**config.mk**
```make
export PLATFORM = sky130hd
export DESIGN_NAME = password_line_editor
export DESIGN_NICKNAME = d
export VERILOG_FILES = /design/src/rtl/ple_pkg.sv /design/src/rtl/password_line_editor.sv /design/src/rtl/ple_ram.sv /design/src/rtl/ple_dp.sv /design/src/rtl/ple_ctrl.sv
export SDC_FILE = /design/constraint.sdc
export NUM_CORES = 1
export LEC_CHECK = 0
export ABC_CLOCK_PERIOD_IN_PS = 12600
export BUFFER_PORTS_ARGS = -buffer_cell sky130_fd_sc_hd__buf_2
export CORE_UTILIZATION = 45
export CTS_CLUSTER_DIAMETER = 80
export DETAILED_ROUTE_END_ITERATION = 8
export PLACE_DENSITY = 0.64
export SLEW_MARGIN = 40
export SYNTH_ARGS = -nofsm -noshare
export SYNTH_HDL_FRONTEND = slang
export SYNTH_HIERARCHICAL = 1
export SYNTH_SLANG_ARGS = --single-unit
export TNS_END_PERCENT = 1
```
**constraint.sdc**
```tcl
create_clock -name clk -period 12.6 [get_ports clk]
set_input_delay 0.63 -clock clk [delete_from_list [all_inputs] [get_ports clk]]
set_output_delay 0.63 -clock clk [all_outputs]
set_load 0.01 [all_outputs]
```
**src/rtl/ple_pkg.sv**
```systemverilog
// ----------------------------------------------------------------------------
// ple_pkg
// Shared types, codes and helpers for the password line editor: event and
// character-class codes, configuration indexes and the controller/datapath
// command and status structs.
// ----------------------------------------------------------------------------
`default_nettype none

package ple_pkg;

	localparam int LINE_DEPTH_DEF = 32;
	localparam int BYTE_W         = 8;
	localparam int FILL_W         = 6;
	localparam int CFG_IDX_W      = 3;
	localparam int CFG_DATA_W     = 32;

	// reset values of the configuration registers
	localparam logic [23:0] END_CHARS_RST    = 24'd4;
	localparam logic [31:0] SIGNAL_CHARS_RST = 32'd438043414;
	localparam logic [31:0] EDIT_CHARS_RST   = 32'd353861401;
	localparam logic        ALT_WERASE_RST   = 1'b0;
	localparam logic        ECHO_ENABLE_RST  = 1'b1;

	// fixed characters
	localparam logic [7:0] CH_NUL        = 8'h00;
	localparam logic [7:0] CH_TAB        = 8'h09;
	localparam logic [7:0] CH_NL         = 8'h0A;
	localparam logic [7:0] CH_CR         = 8'h0D;
	localparam logic [7:0] CH_SPACE      = 8'h20;
	localparam logic [7:0] CH_UNDERSCORE = 8'h5F;

	typedef enum logic [CFG_IDX_W-1:0] {
		CFG_END_CHARS      = 3'd0,
		CFG_SIGNAL_CHARS   = 3'd1,
		CFG_EDIT_CHARS     = 3'd2,
		CFG_ALT_WORD_ERASE = 3'd3,
		CFG_ECHO_ENABLE    = 3'd4
	} cfg_idx_t;

	typedef enum logic [2:0] {
		EV_SPACE = 3'd0,
		EV_BELL  = 3'd1,
		EV_BS    = 3'd2,
		EV_INTR  = 3'd3,
		EV_QUIT  = 3'd4,
		EV_SUSP  = 3'd5,
		EV_BYTE  = 3'd6,
		EV_EMPTY = 3'd7
	} ev_t;

	typedef enum logic [3:0] {
		CL_END,
		CL_LNEXT,
		CL_INTR,
		CL_QUIT,
		CL_SUSP,
		CL_ERASE,
		CL_WERASE,
		CL_KILL,
		CL_NORMAL
	} cls_t;

	typedef enum logic [1:0] {
		RD_FIRST,
		RD_LAST,
		RD_NEXT,
		RD_PREV
	} rd_sel_t;

	typedef enum logic [1:0] {
		TGT_CUR,
		TGT_DEC,
		TGT_ZERO
	} tgt_sel_t;

	typedef enum logic [1:0] {
		OUT_RES,
		OUT_BS,
		OUT_BYTE
	} out_src_t;

	typedef struct packed {
		logic     byte_ld;
		logic     wr_en;
		logic     cnt_inc;
		logic     cnt_dec;
		logic     cnt_clr;
		logic     cnt_to_tgt;
		logic     lit_set;
		logic     lit_clr;
		logic     res_ld;
		ev_t      res_ev;
		logic     res_inc;
		logic     tgt_ld;
		tgt_sel_t tgt_sel;
		logic     scan_start;
		logic     scan_step;
		logic     rd_en;
		rd_sel_t  rd_sel;
		logic     out_ld;
		out_src_t out_src;
	} cmd_t;

	typedef struct packed {
		cls_t cls;
		logic lit;
		logic cnt_zero;
		logic full;
		logic echo;
		logic out_free;
		logic emit_last;
		logic scan_del;
		logic ptr_zero;
		logic bs_last;
	} sts_t;

	function automatic logic is_ws(input logic [7:0] b);
		return (b == CH_SPACE) || ((b >= CH_TAB) && (b <= CH_CR));
	endfunction

	function automatic logic is_word(input logic [7:0] b);
		return ((b >= 8'h30) && (b <= 8'h39)) || ((b >= 8'h41) && (b <= 8'h5A)) ||
			((b >= 8'h61) && (b <= 8'h7A)) || (b == CH_UNDERSCORE);
	endfunction

endpackage

`default_nettype wire

```
**src/rtl/password_line_editor.sv**
```systemverilog
// ----------------------------------------------------------------------------
// password_line_editor
// Hidden line editor for password entry: keeps typed bytes out of sight and
// reports echo, signal and line-completion results.
// ----------------------------------------------------------------------------
// Use: typed bytes enter on the in_ valid/ready channel, one beat per byte.
// Each byte gives zero or more result beats on the out_ channel; the last
// beat of a byte has last set. Registers are written on the cfg_ channel
// (index, data), which is always ready; write them only while idle.
// Ending a line reads the line store forwards and sends each byte. Word erase
// walks the single read port one entry a cycle backwards to find the word
// boundary; erase, word erase and kill then send one backspace per byte. With
// echo off no backspaces are sent and the count is set to the target at once.
// The output register lets a new byte be accepted while the last result of
// the previous one still waits. A stalled receiver holds the block in its
// emit loop; nothing is dropped.
// Reset clears the count, the literal-next flag and the registers to their
// defaults; the line store is not cleared and needs no sweep.
// ----------------------------------------------------------------------------
`default_nettype none

module password_line_editor #(
	parameter int LINE_DEPTH = ple_pkg::LINE_DEPTH_DEF
) (
	input  wire logic                           clk,
	input  wire logic                           arst_n,
	input  wire logic                           cfg_valid,
	output logic                                cfg_ready,
	input  wire logic [ple_pkg::CFG_IDX_W-1:0]  cfg_index,
	input  wire logic [ple_pkg::CFG_DATA_W-1:0] cfg_data,
	input  wire logic                           in_valid,
	output logic                                in_ready,
	input  wire logic [ple_pkg::BYTE_W-1:0]     typed_byte,
	output logic                                out_valid,
	input  wire logic                           out_ready,
	output logic [2:0]                          event_res,
	output logic [ple_pkg::BYTE_W-1:0]          data_byte,
	output logic [ple_pkg::FILL_W-1:0]          fill_count,
	output logic                                last
);

	ple_pkg::cmd_t cmd;
	ple_pkg::sts_t sts;

	assign cfg_ready = 1'b1;

	ple_ctrl u_ctrl (
		.clk      (clk),
		.arst_n   (arst_n),
		.in_valid (in_valid),
		.in_ready (in_ready),
		.sts      (sts),
		.cmd      (cmd)
	);

	ple_dp #(
		.LINE_DEPTH (LINE_DEPTH)
	) u_dp (
		.clk        (clk),
		.arst_n     (arst_n),
		.cfg_valid  (cfg_valid),
		.cfg_index  (cfg_index),
		.cfg_data   (cfg_data),
		.typed_byte (typed_byte),
		.cmd        (cmd),
		.sts        (sts),
		.out_ready  (out_ready),
		.out_valid  (out_valid),
		.event_res  (event_res),
		.data_byte  (data_byte),
		.fill_count (fill_count),
		.last       (last)
	);

endmodule

`default_nettype wire

```
**src/rtl/ple_ram.sv**
```systemverilog
// ----------------------------------------------------------------------------
// ple_ram
// Generic single-write, single-read RAM with a registered read port.
// ----------------------------------------------------------------------------
`default_nettype none

module ple_ram #(
	parameter int WIDTH = 8,
	parameter int DEPTH = 32,
	localparam int AW = (DEPTH > 1) ? $clog2(DEPTH) : 1
) (
	input  wire logic             clk,
	input  wire logic             wr_en,
	input  wire logic [AW-1:0]    wr_addr,
	input  wire logic [WIDTH-1:0] wr_data,
	input  wire logic             rd_en,
	input  wire logic [AW-1:0]    rd_addr,
	output logic      [WIDTH-1:0] rd_data
);

	logic [WIDTH-1:0] mem_q [DEPTH];
	logic [WIDTH-1:0] rd_data_q;

	always_ff @(posedge clk) begin
		if (wr_en) begin
			mem_q[wr_addr] <= wr_data;
		end
		if (rd_en) begin
			rd_data_q <= mem_q[rd_addr];
		end
	end

	assign rd_data = rd_data_q;

endmodule

`default_nettype wire

```
**src/rtl/ple_dp.sv**
```systemverilog
// ----------------------------------------------------------------------------
// ple_dp
// Datapath: configuration registers, byte classifier, line store, count,
// literal-next flag, word-erase scanner and the result register.
// ----------------------------------------------------------------------------
`default_nettype none

module ple_dp #(
	parameter int LINE_DEPTH = ple_pkg::LINE_DEPTH_DEF
) (
	input  wire logic                             clk,
	input  wire logic                             arst_n,
	input  wire logic                             cfg_valid,
	input  wire logic [ple_pkg::CFG_IDX_W-1:0]    cfg_index,
	input  wire logic [ple_pkg::CFG_DATA_W-1:0]   cfg_data,
	input  wire logic [ple_pkg::BYTE_W-1:0]       typed_byte,
	input  wire ple_pkg::cmd_t                    cmd,
	output ple_pkg::sts_t                         sts,
	input  wire logic                             out_ready,
	output logic                                  out_valid,
	output logic [2:0]                            event_res,
	output logic [ple_pkg::BYTE_W-1:0]            data_byte,
	output logic [ple_pkg::FILL_W-1:0]            fill_count,
	output logic                                  last
);

	localparam int CW = $clog2(LINE_DEPTH + 1);
	localparam int AW = (LINE_DEPTH > 1) ? $clog2(LINE_DEPTH) : 1;
	localparam int FW = ple_pkg::FILL_W;

	typedef enum logic [2:0] {
		PH_WS,
		PH_NWS,
		PH_FIRST,
		PH_WORD,
		PH_PUNCT
	} phase_t;

	logic [23:0]   end_chars_q;
	logic [31:0]   signal_chars_q;
	logic [31:0]   edit_chars_q;
	logic          alt_q;
	logic          echo_q;
	logic [7:0]    byte_q;
	logic [CW-1:0] cnt_q;
	logic          lit_q;
	logic [AW-1:0] ptr_q;
	logic [CW-1:0] tgt_q;
	phase_t        phase_q;
	ple_pkg::ev_t  res_ev_q;
	logic [CW-1:0] res_cnt_q;

	logic          out_valid_q;
	ple_pkg::ev_t  out_ev_q;
	logic [7:0]    out_data_q;
	logic [FW-1:0] out_fill_q;
	logic          out_last_q;

	logic [AW-1:0] rd_addr;
	logic [7:0]    rd_data;
	ple_pkg::cls_t cls;
	logic          is_end;
	logic          scan_del;
	phase_t        phase_nxt;
	logic          rd_ws;
	logic          rd_word;
	logic          out_free;
	logic          emit_last;
	logic          bs_last;

	// configuration
	always_ff @(posedge clk or negedge arst_n) begin
		if (!arst_n) begin
			end_chars_q    <= ple_pkg::END_CHARS_RST;
			signal_chars_q <= ple_pkg::SIGNAL_CHARS_RST;
			edit_chars_q   <= ple_pkg::EDIT_CHARS_RST;
			alt_q          <= ple_pkg::ALT_WERASE_RST;
			echo_q         <= ple_pkg::ECHO_ENABLE_RST;
		end else if (cfg_valid) begin
			unique case (cfg_index)
				ple_pkg::CFG_END_CHARS:      end_chars_q    <= cfg_data[23:0];
				ple_pkg::CFG_SIGNAL_CHARS:   signal_chars_q <= cfg_data;
				ple_pkg::CFG_EDIT_CHARS:     edit_chars_q   <= cfg_data;
				ple_pkg::CFG_ALT_WORD_ERASE: alt_q          <= cfg_data[0];
				ple_pkg::CFG_ECHO_ENABLE:    echo_q         <= cfg_data[0];
				default: ;
			endcase
		end
	end

	// classify the held byte, end characters win even under literal-next
	always_comb begin
		is_end = (byte_q == ple_pkg::CH_NL) || (byte_q == ple_pkg::CH_CR) ||
			(byte_q == ple_pkg::CH_NUL) || (byte_q == end_chars_q[7:0]) ||
			(byte_q == end_chars_q[15:8]) || (byte_q == end_chars_q[23:16]);
		if (is_end) begin
			cls = ple_pkg::CL_END;
		end else if (lit_q) begin
			cls = ple_pkg::CL_NORMAL;
		end else if (byte_q == signal_chars_q[7:0]) begin
			cls = ple_pkg::CL_LNEXT;
		end else if (byte_q == signal_chars_q[15:8]) begin
			cls = ple_pkg::CL_INTR;
		end else if (byte_q == signal_chars_q[23:16]) begin
			cls = ple_pkg::CL_QUIT;
		end else if (byte_q == signal_chars_q[31:24] || byte_q == edit_chars_q[7:0]) begin
			cls = ple_pkg::CL_SUSP;
		end else if (byte_q == edit_chars_q[15:8]) begin
			cls = ple_pkg::CL_ERASE;
		end else if (byte_q == edit_chars_q[23:16]) begin
			cls = ple_pkg::CL_WERASE;
		end else if (byte_q == edit_chars_q[31:24]) begin
			cls = ple_pkg::CL_KILL;
		end else begin
			cls = ple_pkg::CL_NORMAL;
		end
	end

	// line store read address
	always_comb begin
		case (cmd.rd_sel)
			ple_pkg::RD_FIRST: rd_addr = '0;
			ple_pkg::RD_LAST:  rd_addr = AW'(cnt_q - 1'b1);
			ple_pkg::RD_NEXT:  rd_addr = ptr_q + 1'b1;
			default:           rd_addr = ptr_q - 1'b1;
		endcase
	end

	ple_ram #(
		.WIDTH (ple_pkg::BYTE_W),
		.DEPTH (LINE_DEPTH)
	) u_line_ram (
		.clk     (clk),
		.wr_en   (cmd.wr_en),
		.wr_addr (AW'(cnt_q)),
		.wr_data (byte_q),
		.rd_en   (cmd.rd_en),
		.rd_addr (rd_addr),
		.rd_data (rd_data)
	);

	// word-erase scan: decide whether the byte just read goes too
	always_comb begin
		rd_ws     = ple_pkg::is_ws(rd_data);
		rd_word   = ple_pkg::is_word(rd_data);
		scan_del  = 1'b0;
		phase_nxt = phase_q;
		case (phase_q)
			PH_WS: begin
				scan_del = 1'b1;
				if (!rd_ws) begin
					phase_nxt = alt_q ? PH_FIRST : PH_NWS;
				end
			end
			PH_NWS: scan_del = !rd_ws;
			PH_FIRST: begin
				if (rd_word) begin
					scan_del  = 1'b1;
					phase_nxt = PH_WORD;
				end else if (!rd_ws) begin
					scan_del  = 1'b1;
					phase_nxt = PH_PUNCT;
				end
			end
			PH_WORD:  scan_del = rd_word;
			default:  scan_del = !rd_word && !rd_ws;
		endcase
	end

	assign out_free  = !out_valid_q || out_ready;
	assign emit_last = (CW'(ptr_q) + 1'b1) == cnt_q;
	assign bs_last   = (cnt_q - 1'b1) == tgt_q;

	always_comb begin
		sts.cls       = cls;
		sts.lit       = lit_q;
		sts.cnt_zero  = cnt_q == '0;
		sts.full      = cnt_q == CW'(LINE_DEPTH);
		sts.echo      = echo_q;
		sts.out_free  = out_free;
		sts.emit_last = emit_last;
		sts.scan_del  = scan_del;
		sts.ptr_zero  = ptr_q == '0;
		sts.bs_last   = bs_last;
	end

	// count and literal-next flag
	always_ff @(posedge clk or negedge arst_n) begin
		if (!arst_n) begin
			cnt_q <= '0;
			lit_q <= 1'b0;
		end else begin
			if (cmd.cnt_clr) begin
				cnt_q <= '0;
			end else if (cmd.cnt_inc) begin
				cnt_q <= cnt_q + 1'b1;
			end else if (cmd.cnt_dec) begin
				cnt_q <= cnt_q - 1'b1;
			end else if (cmd.cnt_to_tgt) begin
				cnt_q <= tgt_q;
			end
			if (cmd.lit_set) begin
				lit_q <= 1'b1;
			end else if (cmd.lit_clr) begin
				lit_q <= 1'b0;
			end
		end
	end

	// working registers
	always_ff @(posedge clk) begin
		if (cmd.byte_ld) begin
			byte_q <= typed_byte;
		end
		if (cmd.rd_en) begin
			ptr_q <= rd_addr;
		end
		if (cmd.scan_start) begin
			phase_q <= PH_WS;
		end else if (cmd.scan_step && scan_del) begin
			phase_q <= phase_nxt;
		end
		if (cmd.tgt_ld) begin
			case (cmd.tgt_sel)
				ple_pkg::TGT_CUR: tgt_q <= cnt_q;
				ple_pkg::TGT_DEC: tgt_q <= cnt_q - 1'b1;
				default:          tgt_q <= '0;
			endcase
		end else if (cmd.scan_step && scan_del) begin
			tgt_q <= CW'(ptr_q);
		end
		if (cmd.res_ld) begin
			res_ev_q  <= cmd.res_ev;
			res_cnt_q <= cmd.res_inc ? cnt_q + 1'b1 : cnt_q;
		end
	end

	// result register
	always_ff @(posedge clk or negedge arst_n) begin
		if (!arst_n) begin
			out_valid_q <= 1'b0;
		end else if (cmd.out_ld) begin
			out_valid_q <= 1'b1;
		end else if (out_ready) begin
			out_valid_q <= 1'b0;
		end
	end

	always_ff @(posedge clk) begin
		if (cmd.out_ld) begin
			case (cmd.out_src)
				ple_pkg::OUT_RES: begin
					out_ev_q   <= res_ev_q;
					out_data_q <= '0;
					out_fill_q <= FW'(res_cnt_q);
					out_last_q <= 1'b1;
				end
				ple_pkg::OUT_BS: begin
					out_ev_q   <= ple_pkg::EV_BS;
					out_data_q <= '0;
					out_fill_q <= FW'(cnt_q - 1'b1);
					out_last_q <= bs_last;
				end
				default: begin
					out_ev_q   <= ple_pkg::EV_BYTE;
					out_data_q <= rd_data;
					out_fill_q <= FW'(cnt_q);
					out_last_q <= emit_last;
				end
			endcase
		end
	end

	assign out_valid  = out_valid_q;
	assign event_res  = out_ev_q;
	assign data_byte  = out_data_q;
	assign fill_count = out_fill_q;
	assign last       = out_last_q;

`ifndef SYNTHESIS
	a_cnt_bound: assert property (@(posedge clk) disable iff (!arst_n)
		cnt_q <= CW'(LINE_DEPTH))
		else $error("line count beyond depth");

	a_write_room: assert property (@(posedge clk) disable iff (!arst_n)
		cmd.wr_en |-> (cnt_q < CW'(LINE_DEPTH)) && !cmd.cnt_dec && !cmd.cnt_clr)
		else $error("line store written with no room");

	a_bs_above_target: assert property (@(posedge clk) disable iff (!arst_n)
		cmd.cnt_dec |-> tgt_q < cnt_q)
		else $error("backspace below erase target");

	a_emit_in_line: assert property (@(posedge clk) disable iff (!arst_n)
		(cmd.out_ld && cmd.out_src == ple_pkg::OUT_BYTE) |-> CW'(ptr_q) < cnt_q)
		else $error("line byte emitted past the count");
`endif

endmodule

`default_nettype wire

```
**src/rtl/ple_ctrl.sv**
```systemverilog
// ----------------------------------------------------------------------------
// ple_ctrl
// Controller: takes one typed byte, decides its action from the datapath
// status and sequences line emission, word-erase scan and backspaces.
// ----------------------------------------------------------------------------
`default_nettype none

module ple_ctrl (
	input  wire logic          clk,
	input  wire logic          arst_n,
	input  wire logic          in_valid,
	output logic               in_ready,
	input  wire ple_pkg::sts_t sts,
	output ple_pkg::cmd_t      cmd
);

	typedef enum logic [2:0] {
		S_IDLE,
		S_DECODE,
		S_PUT,
		S_EMIT,
		S_SCAN,
		S_ERASE
	} state_t;

	state_t state_q;
	state_t state_d;
	logic   in_ready_q;

	always_comb begin
		cmd     = '0;
		state_d = state_q;
		unique case (state_q)
			S_IDLE: begin
				if (in_valid) begin
					cmd.byte_ld = 1'b1;
					state_d     = S_DECODE;
				end
			end
			S_DECODE: begin
				state_d = S_IDLE;
				unique case (sts.cls) inside
					ple_pkg::CL_END: begin
						if (sts.lit) begin
							cmd.lit_clr = 1'b1;
							if (sts.echo) begin
								cmd.res_ld = 1'b1;
								cmd.res_ev = ple_pkg::EV_BELL;
								state_d    = S_PUT;
							end
						end else if (sts.cnt_zero) begin
							cmd.res_ld = 1'b1;
							cmd.res_ev = ple_pkg::EV_EMPTY;
							state_d    = S_PUT;
						end else begin
							cmd.rd_en  = 1'b1;
							cmd.rd_sel = ple_pkg::RD_FIRST;
							state_d    = S_EMIT;
						end
					end
					ple_pkg::CL_LNEXT: cmd.lit_set = 1'b1;
					ple_pkg::CL_INTR, ple_pkg::CL_QUIT, ple_pkg::CL_SUSP: begin
						cmd.res_ld = 1'b1;
						cmd.res_ev = (sts.cls == ple_pkg::CL_INTR) ? ple_pkg::EV_INTR :
							(sts.cls == ple_pkg::CL_QUIT) ? ple_pkg::EV_QUIT : ple_pkg::EV_SUSP;
						state_d    = S_PUT;
					end
					ple_pkg::CL_ERASE, ple_pkg::CL_WERASE, ple_pkg::CL_KILL: begin
						if (sts.cnt_zero) begin
							if (sts.echo) begin
								cmd.res_ld = 1'b1;
								cmd.res_ev = ple_pkg::EV_BELL;
								state_d    = S_PUT;
							end
						end else if (sts.cls == ple_pkg::CL_WERASE) begin
							cmd.tgt_ld     = 1'b1;
							cmd.tgt_sel    = ple_pkg::TGT_CUR;
							cmd.scan_start = 1'b1;
							cmd.rd_en      = 1'b1;
							cmd.rd_sel     = ple_pkg::RD_LAST;
							state_d        = S_SCAN;
						end else begin
							cmd.tgt_ld  = 1'b1;
							cmd.tgt_sel = (sts.cls == ple_pkg::CL_KILL) ?
								ple_pkg::TGT_ZERO : ple_pkg::TGT_DEC;
							state_d     = S_ERASE;
						end
					end
					default: begin
						// ordinary byte: store it unless the line is full
						if (!sts.full) begin
							cmd.wr_en   = 1'b1;
							cmd.cnt_inc = 1'b1;
							cmd.lit_clr = 1'b1;
						end
						if (sts.echo) begin
							cmd.res_ld  = 1'b1;
							cmd.res_ev  = sts.full ? ple_pkg::EV_BELL : ple_pkg::EV_SPACE;
							cmd.res_inc = !sts.full;
							state_d     = S_PUT;
						end
					end
				endcase
			end
			S_PUT: begin
				if (sts.out_free) begin
					cmd.out_ld  = 1'b1;
					cmd.out_src = ple_pkg::OUT_RES;
					state_d     = S_IDLE;
				end
			end
			S_EMIT: begin
				if (sts.out_free) begin
					cmd.out_ld  = 1'b1;
					cmd.out_src = ple_pkg::OUT_BYTE;
					if (sts.emit_last) begin
						cmd.cnt_clr = 1'b1;
						state_d     = S_IDLE;
					end else begin
						cmd.rd_en  = 1'b1;
						cmd.rd_sel = ple_pkg::RD_NEXT;
					end
				end
			end
			S_SCAN: begin
				cmd.scan_step = 1'b1;
				if (sts.scan_del && !sts.ptr_zero) begin
					cmd.rd_en  = 1'b1;
					cmd.rd_sel = ple_pkg::RD_PREV;
				end else begin
					state_d = S_ERASE;
				end
			end
			S_ERASE: begin
				if (!sts.echo) begin
					cmd.cnt_to_tgt = 1'b1;
					state_d        = S_IDLE;
				end else if (sts.out_free) begin
					cmd.out_ld  = 1'b1;
					cmd.out_src = ple_pkg::OUT_BS;
					cmd.cnt_dec = 1'b1;
					if (sts.bs_last) begin
						state_d = S_IDLE;
					end
				end
			end
			default: state_d = S_IDLE;
		endcase
	end

	always_ff @(posedge clk or negedge arst_n) begin
		if (!arst_n) begin
			state_q    <= S_IDLE;
			in_ready_q <= 1'b1;
		end else begin
			state_q    <= state_d;
			in_ready_q <= state_d == S_IDLE;
		end
	end

	assign in_ready = in_ready_q;

endmodule

`default_nettype wire
```
==> qor.csv <==
stage,metric,value,unit
synthesis,synth_cells,1169,
global_routing,grt_start_max_net_pins,66,
timing,finalClockSkew,0.0274,ns
pwr,seqPwrFrac,47.1,%
pwr,p_sw_share,28.5,%
placed_design,place_hpwl,25600,um
worst_setup_path,path_cells,buf_4 > xor2_1 > nor4_1 > and2_1 > or4b_1 > o41ai_4 > nor3_4 > nand3_2 > o21ai_0 > nand2b_1 > fa_1 > xor2_1 > nand2_1 > o21ai_4 > buf_6 > mux4_2 > mux4_2 > mux2_2,
cts,cts_tree,done,
worst_setup_path,cp.arrival,6.51,ns
global_routing,grt-ovfl-total,0,
timing,max_freq,161,MHz
floorplan,die-height,205,um
worst_setup_path,crit_path_end_kind,flip-flop,
run,max_cap_viol_count,0,
detailed_routing,vias,10200,
cts,cts-htree-levels,2,
floorplan,core,40800,um^2
finish,mostFrequentLayoutCell,edfxtp_1,
cts,cts_resized,0,
worst_setup_path,critPathRequiredTime,12.91,ns
synthesis,synth_area_leaders,"edfxtp_1 (50%), mux4_2 (9.7%), dfrtp_1 (9.6%), mux2_2 (6.0%), dfstp_2 (4.4%)",
cts,clkSlewWorstSetupHoldPaths,0.06,ns
floorplan,die_w,205,um
synthesis,synth-seq-area-share,64.3,%
timing,hold_viol,0,
timing,worst_pin_slew,0.827,ns
hold_path,hold_path_class,input pin to asynchronous set/reset pin,
global_routing,track_usage,19.5,%
finish,drive_gt1_share,33.7,%
worst_setup_path,rr_startpoint,u_dp/byte_q[3],
pwr,power_frac_comb,20.6,%
placed_design,io_buffers,67,
pwr,vdd_ir_drop_max,0.105,mV
pwr,clock_power_share,32.2,%
global_routing,grt_first_pass_wirelength,61100,um
detailed_routing,final_antenna_net_count,0,
detailed_routing,drtIter0Drc,682,
synthesis,synth_area,18600,um^2
worst_setup_path,rr_endpoint,u_dp/u_line_ram/rd_data[5],
timing,rsz0062_at_grt,no,
cts,clockRootBuffer,clkbuf_16,
worst_setup_path,reg2reg_depth,18,
finish,fin_nets,1294,
outcome,status,"complete, no violations",
placed_design,place.gp.congestion,0.808,
synthesis,synth_area_leader_cell,edfxtp_1,
pwr,leakage,7.16,nW
detailed_routing,drc,0,
worst_setup_path,crit_path_start_kind,flip-flop,
timing,layout_setup_ws,6.40,ns
timing,fin_tns_setup,0,ns
worst_setup_path,cpLargestDelayFamily,simple AND/OR/NAND/NOR gates,
cts,hold_buffers,0,
synthesis,async_flop_share,24.6,%
floorplan,ios,69,
floorplan,start_util,45.6,%
floorplan,die_area,42100,um^2
worst_setup_path,cp.depth,18,
worst_setup_path,r2r_setup_slack,6.40,ns
synthesis,ys_ff_latch,415,
timing,fin_hold_ws,0.0731,ns
floorplan,num_rows,74,
detailed_routing,vias_per_cell,5.64,
worst_setup_path,cpMaxStageDelayCell,or4b_1,
worst_setup_path,critPathLaunch,u_dp/byte_q[3],
timing,slew_headroom,44.6,%
pwr,p_int,2.71,mW
worst_setup_path,crit_fanout,65,
timing,fin_crit_sh,49.2,%
global_routing,grt_pass1_vias,10100,
cts,post_cts_buffers,0,
placed_design,pre_cts_ws,6.37,ns
synthesis,yosysUniqueCellTypes,75,
finish,fill_cells,3335,
finish,final_cell_mix,"edfxtp_1 (310), mux2_2 (99), xor2_1 (80), mux4_2 (80), dfrtp_1 (71)",
pwr,p_switching,1.08,mW
timing,min_period,6.20,ns
synthesis,synth-edff-count,310,
timing,drv_slew,0,
synthesis,synth_fp_nets,1226,
global_routing,grt_antenna_before_repair,0,
worst_setup_path,cpPeakStageDelay,0.63,ns
worst_setup_path,crit_path_end,u_dp/u_line_ram/rd_data[5],
cts,clk_path_buf_depth,3,
pwr,p_per_area,180,nW/um^2
synthesis,ys_warn_count,6,
finish,antenna_cells,0,
detailed_routing,drt-pass1-iter-count,5,
synthesis,synth_top_area_share,50.1,%
finish,area_growth,12.9,%
timing,finalSetupViolCount,0,
cts,clkLatencyLatePin,0.58,ns
cts,cts_made_buffers,44,
cts,cts_num_sinks,415,
worst_setup_path,crit_type,flip-flop to flip-flop,
synthesis,ys.flop_type,edfxtp_1,
detailed_routing,drt_wl_total,40100,um
synthesis,synth.avg_cell_area,15.9,um^2
detailed_routing,wire_per_inst,22.2,um
worst_setup_path,crit_buf_inv,2,
cells in the mapped netlist, types with 4 or more instances:
library cell	number
and3_1	4
and2_1	15
nor4_1	21
o21ai_0	22
buf_4	19
edfxtp_1	310
a31oi_1	5
mux2_2	99
nor3_1	17
mux2i_1	4
xnor2_1	34
or3b_2	4
buf_6	5
inv_1	21
dfstp_2	31
buf_1	13
o2bb2ai_1	4
nor3b_1	4
dfrtp_1	71
nand4_1	10
a21oi_1	22
a21o_1	9
nand2b_1	11
nand2_1	41
ha_1	8
a211oi_1	5
nand3_1	14
nor2b_1	6
o22ai_1	4
xor2_1	80
clkbuf_1	27
nand3b_1	10
nor2_1	74
mux4_2	80
worst min-delay path by stage:
stage          slack [ns]  cells after the start           endpoint             start
6_report             0.07                      1      u_dp/cnt_q[0]            arst_n
5_1_grt              0.12                      1      u_dp/cnt_q[0]            arst_n
2_1_floorplan        0.33                      0  u_ctrl/state_q[0]            arst_n
3_3_place_gp         0.49                      2    u_dp/phase_q[2]   u_dp/phase_q[2]
4_1_cts              0.07                      1      u_dp/cnt_q[0]            arst_n
3_5_place_dp         0.51                      1  u_dp/event_res[0]  u_dp/res_ev_q[0]
through the flow:
stage               cell area, um^2  power (mW)  instances  utilization (%)
floorplan                     18600        2.35       1169                -
global placement              19500        2.56       1722             47.7
detailed placement            19600        2.59       1723             48.1
CTS                           21000        3.82       1805             51.4
global route                  21000        3.95       1805             51.4
finish                        21000        3.78       1805             51.4
state kept, by name, summed over array words and instances (netlist names), 3 cells and up:
| register | flops |
|---|---|
| u_dp/signal_chars_q | 32 |
| u_ctrl/state_q | 3 |
| u_dp/res_cnt_q | 6 |
| u_dp/ptr_q | 5 |
| u_dp/cnt_q | 6 |
| u_dp/data_byte | 8 |
| u_dp/tgt_q | 6 |
| u_dp/end_chars_q | 24 |
| u_dp/res_ev_q | 3 |
| u_dp/fill_count | 6 |
| u_dp/u_line_ram/mem_q | 256 |
| u_dp/event_res | 3 |
| u_dp/phase_q | 3 |
| u_dp/edit_chars_q | 32 |
| u_dp/byte_q | 8 |
| u_dp/u_line_ram/rd_data | 8 |
power groups by stage:
stage               clock network [mW]  registers [mW]  logic, mW
global placement                     0            1.81      0.754
global route                      1.29            1.80      0.854
floorplan                            0            1.81      0.544
detailed placement                   0            1.81      0.778
CTS                               1.25            1.78      0.784
finish                            1.22            1.78      0.781
cell type report:
cell class | count | area [um^2] | share of cell area, %
multi-input combinational | 664 | 6410 | 30.5
sequential | 415 | 12000 | 56.9
clock inverter | 24 | 199 | 0.947
timing repair buffer | 91 | 529 | 2.52
clock buffer | 58 | 1170 | 5.56
tap | 532 | 666 | 3.17
inverter | 21 | 78.8 | 0.375
worst register-to-register path: cells and delay by family, from the launching register on:
family | cells | cell delay [ns]
AO/OA/AOI/OAI | 3 | 0.94
XOR/XNOR | 2 | 0.43
adder cells (fa/ha/maj) | 1 | 0.43
buffers and inverters | 2 | 0.97
flip-flops | 1 | 0.32
multiplexers | 3 | 1.23
AND/OR/NAND/NOR | 7 | 1.63
metal layers:
| layer | part of all wire (%) | wire length, um | global-route usage, % |
|---|---|---|---|
| met5 | 0 | 0 | 0 |
| met3 | 4.4 | 1780 | 2.58 |
| met2 | 48 | 19100 | 30.6 |
| met4 | 2.3 | 924 | 6.88 |
| met1 | 46 | 18300 | 28.1 |
cell families after synthesis:
family,share of synthesized area (%)
xor+xnor,5.67
other cells,0.0202
fa+ha+maj,0.646
buf+inv,2.44
simple gates,7.46
compound gates,3.57
flops,64.3
mux,15.9
Power figures use the tool's default switching activity.
